File: src/sv/ust_pkg.sv
package ust_pkg;

   localparam int CAPACITY   = 64;
   localparam int ELEM_WIDTH = 32;
   localparam int ADDR_W     = $clog2(CAPACITY);
   localparam int CNT_W      = $clog2(CAPACITY + 1);
   localparam int COUNT_OUT_W = 7;

   typedef enum logic [1:0] {
      OP_ADD    = 2'd0,
      OP_REMOVE = 2'd1,
      OP_SEARCH = 2'd2
   } ust_op_type;

   typedef struct packed {
      logic load;
      logic scan;
      logic rd_last;
      logic wr_remove;
      logic wr_add;
      logic set_ok;
      logic set_full;
   } ust_cmd_type;

   typedef struct packed {
      logic       hit;
      logic       scan_end;
      logic       full;
      logic [1:0] op;
   } ust_stat_type;

endpackage

File: src/sv/ust_ctrl.sv
module ust_ctrl (
   input  logic                  clock,
   input  logic                  reset,
   input  logic                  req_valid,
   input  logic [1:0]            req_op,
   output logic                  req_ready,
   output logic                  rsp_valid,
   input  logic                  rsp_ready,
   input  ust_pkg::ust_stat_type stat,
   output ust_pkg::ust_cmd_type  cmd
);

   typedef enum logic [2:0] {
      ST_IDLE,
      ST_SCAN,
      ST_LAST_RD,
      ST_LAST_WR,
      ST_RESP
   } state_type;

   state_type state_ff, state_in;

   always_comb begin
      cmd      = '0;
      state_in = state_ff;
      case (state_ff)
         ST_IDLE: begin
            if (req_valid) begin
               cmd.load = 1'b1;
               if (req_op == ust_pkg::OP_ADD || req_op == ust_pkg::OP_REMOVE ||
                   req_op == ust_pkg::OP_SEARCH) begin
                  state_in = ST_SCAN;
               end else begin
                  state_in = ST_RESP;
               end
            end
         end
         ST_SCAN: begin
            cmd.scan = 1'b1;
            if (stat.hit) begin
               case (stat.op)
                  ust_pkg::OP_REMOVE: state_in = ST_LAST_RD;
                  ust_pkg::OP_SEARCH: begin
                     cmd.set_ok = 1'b1;
                     state_in   = ST_RESP;
                  end
                  default: state_in = ST_RESP;
               endcase
            end else if (stat.scan_end) begin
               if (stat.op == ust_pkg::OP_ADD) begin
                  if (stat.full) begin
                     cmd.set_full = 1'b1;
                  end else begin
                     cmd.wr_add = 1'b1;
                     cmd.set_ok = 1'b1;
                  end
               end
               state_in = ST_RESP;
            end
         end
         ST_LAST_RD: begin
            cmd.rd_last = 1'b1;
            state_in    = ST_LAST_WR;
         end
         ST_LAST_WR: begin
            cmd.wr_remove = 1'b1;
            cmd.set_ok    = 1'b1;
            state_in      = ST_RESP;
         end
         ST_RESP: begin
            if (rsp_ready) begin
               state_in = ST_IDLE;
            end
         end
         default: state_in = ST_IDLE;
      endcase
   end

   always_ff @(posedge clock) begin
      if (reset) begin
         state_ff <= ST_IDLE;
      end else begin
         state_ff <= state_in;
      end
   end

   assign req_ready = (state_ff == ST_IDLE);
   assign rsp_valid = (state_ff == ST_RESP);

endmodule

File: src/sv/ust_datapath.sv
module ust_datapath (
   input  logic                                clock,
   input  logic                                reset,
   input  logic [1:0]                          req_op,
   input  logic [ust_pkg::ELEM_WIDTH-1:0]      req_value,
   input  ust_pkg::ust_cmd_type                cmd,
   output ust_pkg::ust_stat_type               stat,
   output logic                                ok,
   output logic                                rejected_full,
   output logic [ust_pkg::CNT_W-1:0]           count
);

   logic [ust_pkg::ELEM_WIDTH-1:0] mem [ust_pkg::CAPACITY];

   logic [1:0]                     op_ff;
   logic [ust_pkg::ELEM_WIDTH-1:0] value_ff;
   logic [ust_pkg::CNT_W-1:0]      count_ff, count_in;
   logic [ust_pkg::CNT_W-1:0]      idx_ff, idx_in;
   logic                           pend_ff, pend_in;
   logic [ust_pkg::ADDR_W-1:0]     pend_idx_ff;
   logic [ust_pkg::ADDR_W-1:0]     slot_ff;
   logic [ust_pkg::ELEM_WIDTH-1:0] rd_data_ff;
   logic                           ok_ff, full_ff;

   logic                           more;
   logic                           rd_en;
   logic [ust_pkg::ADDR_W-1:0]     rd_addr;
   logic [ust_pkg::CNT_W-1:0]      last_idx;
   logic                           wr_en;
   logic [ust_pkg::ADDR_W-1:0]     wr_addr;
   logic [ust_pkg::ELEM_WIDTH-1:0] wr_data;

   assign more     = (idx_ff < count_ff);
   assign last_idx = count_ff - 1'b1;

   always_comb begin
      rd_en   = 1'b0;
      rd_addr = idx_ff[ust_pkg::ADDR_W-1:0];
      pend_in = 1'b0;
      idx_in  = idx_ff;
      if (cmd.load) begin
         idx_in = '0;
      end else if (cmd.scan && more) begin
         rd_en   = 1'b1;
         pend_in = 1'b1;
         idx_in  = idx_ff + 1'b1;
      end else if (cmd.rd_last) begin
         rd_en   = 1'b1;
         rd_addr = last_idx[ust_pkg::ADDR_W-1:0];
      end
   end

   always_comb begin
      wr_en    = 1'b0;
      wr_addr  = count_ff[ust_pkg::ADDR_W-1:0];
      wr_data  = value_ff;
      count_in = count_ff;
      if (cmd.wr_add) begin
         wr_en    = 1'b1;
         count_in = count_ff + 1'b1;
      end else if (cmd.wr_remove) begin
         wr_en    = 1'b1;
         wr_addr  = slot_ff;
         wr_data  = rd_data_ff;
         count_in = last_idx;
      end
   end

   always_ff @(posedge clock) begin
      if (wr_en) begin
         mem[wr_addr] <= wr_data;
      end
      if (rd_en) begin
         rd_data_ff <= mem[rd_addr];
      end
   end

   always_ff @(posedge clock) begin
      if (reset) begin
         count_ff <= '0;
         idx_ff   <= '0;
         pend_ff  <= 1'b0;
         ok_ff    <= 1'b0;
         full_ff  <= 1'b0;
      end else begin
         count_ff <= count_in;
         idx_ff   <= idx_in;
         pend_ff  <= pend_in;
         if (cmd.load) begin
            ok_ff   <= 1'b0;
            full_ff <= 1'b0;
         end else begin
            if (cmd.set_ok) begin
               ok_ff <= 1'b1;
            end
            if (cmd.set_full) begin
               full_ff <= 1'b1;
            end
         end
      end
   end

   always_ff @(posedge clock) begin
      if (cmd.load) begin
         op_ff    <= req_op;
         value_ff <= req_value;
      end
      pend_idx_ff <= idx_ff[ust_pkg::ADDR_W-1:0];
      if (cmd.scan && stat.hit) begin
         slot_ff <= pend_idx_ff;
      end
   end

   assign stat.hit      = pend_ff && (rd_data_ff == value_ff);
   assign stat.scan_end = !pend_ff && !more;
   assign stat.full     = (count_ff == ust_pkg::CNT_W'(ust_pkg::CAPACITY));
   assign stat.op       = op_ff;

   assign ok            = ok_ff;
   assign rejected_full = full_ff;
   assign count         = count_ff;

endmodule

File: src/sv/unordered_set_table.sv
// An unused command goes straight to a result; every other command first scans the store
// through its single read port at one entry per cycle, stopping at a match, and a remove then
// reads the last entry and writes it into the freed slot before the result is valid.
// Throughput: one item at a time; the next item is taken once the result is delivered.
// Reset (synchronous, active high) empties the set and idles the control; the store
// contents are not cleared and need no clearing pass.
module unordered_set_table (
   input  logic        clock,
   input  logic        reset,
   input  logic        req_tvalid,
   output logic        req_tready,
   input  logic [31:0] req_tdata,  // [31:0] element
   input  logic [1:0]  req_tuser,  // [1:0] command
   output logic        rsp_tvalid,
   input  logic        rsp_tready,
   output logic [7:0]  rsp_tdata,  // [6:0] count, [7] zero
   output logic [2:0]  rsp_tuser   // [0] ok, [1] is_empty, [2] rejected_full
);

   ust_pkg::ust_cmd_type         cmd;
   ust_pkg::ust_stat_type        stat;
   logic                         ok;
   logic                         rejected_full;
   logic [ust_pkg::CNT_W-1:0]    count;

   ust_ctrl u_ctrl (
      .clock     (clock),
      .reset     (reset),
      .req_valid (req_tvalid),
      .req_op    (req_tuser),
      .req_ready (req_tready),
      .rsp_valid (rsp_tvalid),
      .rsp_ready (rsp_tready),
      .stat      (stat),
      .cmd       (cmd)
   );

   ust_datapath u_datapath (
      .clock         (clock),
      .reset         (reset),
      .req_op        (req_tuser),
      .req_value     ((ust_pkg::ELEM_WIDTH)'(req_tdata)),
      .cmd           (cmd),
      .stat          (stat),
      .ok            (ok),
      .rejected_full (rejected_full),
      .count         (count)
   );

   assign rsp_tdata = {1'b0, (ust_pkg::COUNT_OUT_W)'(count)};
   assign rsp_tuser = {rejected_full, (count == '0), ok};

endmodule

File: config.mk
export PLATFORM = sky130hd
export DESIGN_NAME = unordered_set_table
export DESIGN_NICKNAME = d
export VERILOG_FILES = /design/src/sv/ust_pkg.sv /design/src/sv/ust_ctrl.sv /design/src/sv/ust_datapath.sv /design/src/sv/unordered_set_table.sv
export SDC_FILE = /design/constraint.sdc
export NUM_CORES = 2
export LEC_CHECK = 0
export ABC_AREA = 1
export BUFFER_PORTS_ARGS = -buffer_cell sky130_fd_sc_hd__buf_2
export CAP_MARGIN = 20
export CORE_ASPECT_RATIO = 0.6
export CORE_MARGIN = 2
export CORE_UTILIZATION = 32
export CTS_CLUSTER_DIAMETER = 80
export DETAILED_ROUTE_END_ITERATION = 10
export PLACE_DENSITY = 0.43
export SLEW_MARGIN = 20
export SYNTH_ARGS = -nofsm -noshare
export SYNTH_HDL_FRONTEND = slang
export SYNTH_SLANG_ARGS = --single-unit
File: constraint.sdc
create_clock -name clock -period 8.6 [get_ports clock]
set_input_delay 2.58 -clock clock [delete_from_list [all_inputs] [get_ports clock]]
set_output_delay 2.58 -clock clock [all_outputs]
set_load 0.01 [all_outputs]
==> Flow_metrics.wiki <==
{| class="wikitable"
! Metric !! Value
|-
| Synthesis-to-finish area growth || 12.8%
|-
| Total number of H-tree levels || 4
|-
| CTS tree || done
|-
| Combinational power share || 0.063
|-
| Clock Path Buffers || 4
|-
| Worst-case vdd ir drop || 0.147 mV
|-
| Total number of nets in the final design || 8565
|-
| Post-CTS repair timing setup buffer count || 0
|-
| Hold path startpoint || u_datapath.idx_ff[5]$_SDFFE_PP0P_
|-
| Share of the clock period used by the worst path after layout || 0.566
|-
| Number of cells in the finished layout apart from fillers || 12.4k
|-
| Fin crit period || 4870 ps
|-
| Startpoint type of the worst setup path || register
|-
| GR Util All Layers || 0.207
|-
| Setup repair after global routing missed its margin || false
|-
| Relative contribution of the clock network to total power || 0.404
|-
| First-pass DRT Iterations || 5
|-
| Register area share after synthesis || 0.702
|-
| Internal || 16800 µW
|-
| Synth Cell Area || 91400 µm²
|-
| Launch point of the critical path || u_datapath.count[0]$_SDFFE_PP0P_
|-
| Rows || 151
|-
| Launching point of the worst reg2reg path || u_datapath.count[0]$_SDFFE_PP0P_
|-
| Clock Skews || 28.7 ps
|-
| Yosys cell types || 32
|-
| Synthesized-area fraction occupied by ao, oa, aoi and oai cells || 0.0172
|-
| Number of CTS-inserted buffers || 208
|-
| Total I/O pin count || 51
|-
| Yosys reg bits || 2146
|-
| Synth area leaders || edfxtp_1, nand2_1, nand3_1
|-
| Most frequent cell after synthesis || nand2_1
|-
| Number of synthesis warnings || 0
|-
| Cell type contributing the most total cell area after synthesis || edfxtp_1
|-
| Mean area per synthesized cell || 10.7 µm²
|-
| Via count of the first global-routing pass || 56.7k
|-
| Synthesized Nets || 8589
|-
| Cell count after synthesis || 8542
|-
| Critical path data arrival time || 5480 ps
|-
| Placeable Area || 283000 µm²
|-
| Main combinational cell family by area after synthesis || simple AND/OR/NAND/NOR gates
|-
| Core occupancy in the finished layout || 0.364
|-
| Commonest cells post-synth || nand2_1, edfxtp_1, nand3_1
|-
| Clock latency on the worst-skew pair || 870 ps
|-
| Number of design-rule violations left by the first detailed-router iteration || 6865
|-
| Global placer's final weighted congestion || 0.842
|-
| Total net switching power || 5240 µW
|-
| Count of cells resized by post-cts repair || 0
|-
| Number of design rule violations left after detail routing || 0
|-
| Largest net degree at the start of global routing || 180
|-
| Post-route antenna net violation count || 0
|-
| Data required time at the worst endpoint || 9210 ps
|-
| Share of flip-flops with an asynchronous set or reset after synthesis || 0
|-
| CTS root buffer || clkbuf_16
|-
| Critical path capture point type || register
|-
| Via total after detailed routing || 60.7k
|-
| Number of failing hold endpoints at the final stage || 0
|-
| Number of enable flip-flop cells after synthesis || 2120
|-
| Met3 track utilization from global routing || 0.0384
|-
| Horizontal die dimension || 694 µm
|-
| Total Die Area || 290000 µm²
|-
| R2R Setup Slk || 3730 ps
|-
| Simple logic cell fraction of the synthesized area || 0.204
|-
| R2R cell count || 13
|-
| Clock Sinks || 2146
|-
| Worst hold path endpoint || u_datapath.pend_idx_ff[5]$_DFF_P_
|-
| Run status || finished clean
|-
| Share of power burned in registers || 0.534
|-
| Total Power Consumption || 22000 µW
|-
| Critical Setup Path Class || register to register
|-
| Endpoint of the lowest-slack register-to-register path || u_datapath.rd_data_ff[22]$_DFFE_PP_
|-
| Wirelength, routed || 305 mm
|-
| Final number of setup-violating endpoints || 0
|-
| Hold Crit Depth || 0
|-
| Wire length of the first global-routing pass || 435 mm
|-
| Synth top area share || 0.697
|-
| Antenna violations before repair || 13
|-
| Cell area after placement || 96700 µm²
|-
| Hold Path Class || register to register
|-
| Effective utilization at floorplan || 0.323
|-
| Post-detailed-route wirelength per cell || 24.5 µm
|-
| Number of buffers added on ports || 49
|-
| Number of violations of the max-capacitance limit || 0
|-
| Post-synthesis xor/xnor area fraction || 0.00153
|-
| DP Cell Count || 12.1k
|-
| Remaining Overflow, GRT || 0
|-
| Vias per std cell || 4.88
|-
| Multiplexer share of the synthesized area || 0
|-
| Leakage || 0.0407 µW
|-
| Highest achievable clock rate || 205 MHz
|-
| Layout cells sized above 1 || 0.0708
|-
| CTS hold repair buffers || 0
|-
| Switching Share || 0.238
|-
| Final design instance area without fill || 103000 µm²
|-
| Most used flip-flop cell after synthesis || edfxtp_1
|-
| Clock edge transition at the registers on the reported setup and hold paths || 70 ps
|-
| Most utilized layer in the global route result || met1
|-
| Worst max-slew margin expressed relative to the limit || 0.214
|-
| Chip Height || 418 µm
|-
| Synthesized-area fraction occupied by adder cells || 0.00123
|-
| GR met1 Demand/Resource || 0.331
|-
| HPWL after detailed placement || 168 mm
|-
| Tightest Pin Transition || 1170 ps
|-
| Largest fanout on the critical path || 126
|-
| Summed negative setup slack over all endpoints || 0 ps
|-
| Areal power density over the cells || 214 nW/µm²
|-
| Final Max Slew Viols || 0
|-
| GRT met2 Usage || 0.288
|}
-- per-layer routing --
| layer | up-vias | share of wire |
|---|---|---|
| met4 | 0 | 0.019 |
| met1 | 30305 | 0.50 |
| met3 | 304 | 0.072 |
| met5 | - | 0 |
| met2 | 1808 | 0.40 |
| li1 | 28256 | - |
-- state kept, by name, summed over array words and instances, names as in the netlist, 2 cells and up --
register / count
u_datapath.mem: 2048
u_datapath.rd_data_ff: 32
u_datapath.value_ff: 32
u_datapath.count: 7
u_datapath.idx_ff: 7
u_datapath.pend_idx_ff: 6
u_datapath.slot_ff: 6
u_ctrl.state_ff: 3
u_datapath.op_ff: 2
-- final cells by class --
| class | count | area, µm² |
|---|---|---|
| Multi-Input combinational cell | 4696 | 21300 |
| Sequential cell | 2146 | 64200 |
| Timing Repair Buffer | 222 | 1970 |
| Fill cell | 27797 | 180000 |
| Inverter | 1244 | 4680 |
| Antenna cell | 10 | 25.0 |
| Clock inverter | 115 | 762 |
| Tap cell | 3748 | 4690 |
| Clock buffer | 252 | 5480 |
-- layout by cell type, fill, tap and decap left out, types with 31 or more instances in the layout --
master,n
buf_12,31
buf_2,49
buf_4,140
clkbuf_1,36
clkbuf_16,211
clkinv_1,61
clkinv_2,40
edfxtp_1,2120
inv_1,1240
nand2_1,2792
nand3_1,1501
nor2_1,38
nor2_4,59
o211ai_1,147
-- critical path, stage by stage (launching register included) --
cell and delay, ps:
dfxtp_1 470, inv_1 170, ha_1 290, xor2_1 310, o21ai_4 90, buf_12 240, inv_8 430, buf_12 580
buf_4 590, nand3_1 130, nand3_1 200, nand3_1 450, nand3_1 230, nand2_1 70
-- worst max-delay path by stage --
stage,to,cells past startpoint
after floorplan,u_datapath.op_ff[0]$_DFFE_PP_,2
after global placement,u_datapath.rd_data_ff[22]$_DFFE_PP_,13
after detailed placement,u_datapath.rd_data_ff[22]$_DFFE_PP_,13
after CTS,u_datapath.rd_data_ff[22]$_DFFE_PP_,13
after global routing,u_datapath.rd_data_ff[22]$_DFFE_PP_,13
final,u_datapath.rd_data_ff[22]$_DFFE_PP_,13
-- cell families (layout without fill, tap and decap cells) --
| group | count (synthesis) | in the layout |
|---|---|---|
| simple gates | 4436 | 4436 |
| flops | 2146 | 2146 |
| buf+inv | 1700 | 1833 |
| compound gates | 234 | 234 |
| xor+xnor | 16 | 16 |
| fa+ha+maj | 9 | 9 |
| other cells | 1 | 11 |
-- stage by stage --
step / hold WS [ps] / setup WS (ps)
5_1_grt: 404 / 3450
3_3_place_gp: 371 / 3670
6_report: 390 / 3730
2_1_floorplan: 355 / 4120
3_5_place_dp: 377 / 3700
4_1_cts: 393 / 3700
-- power by group through the flow --
| stage | sequential (µW) | clock (µW) | combinational (µW) |
|---|---|---|---|
| final | 11700 | 8890 | 1380 |
| after global routing | 11700 | 9500 | 1480 |
| after CTS | 11700 | 9090 | 1380 |
| after detailed placement | 12000 | 0 | 1370 |
| after global placement | 12000 | 0 | 1360 |
| after floorplan | 12000 | 0 | 669 |
(Power assumes the default switching activity.)
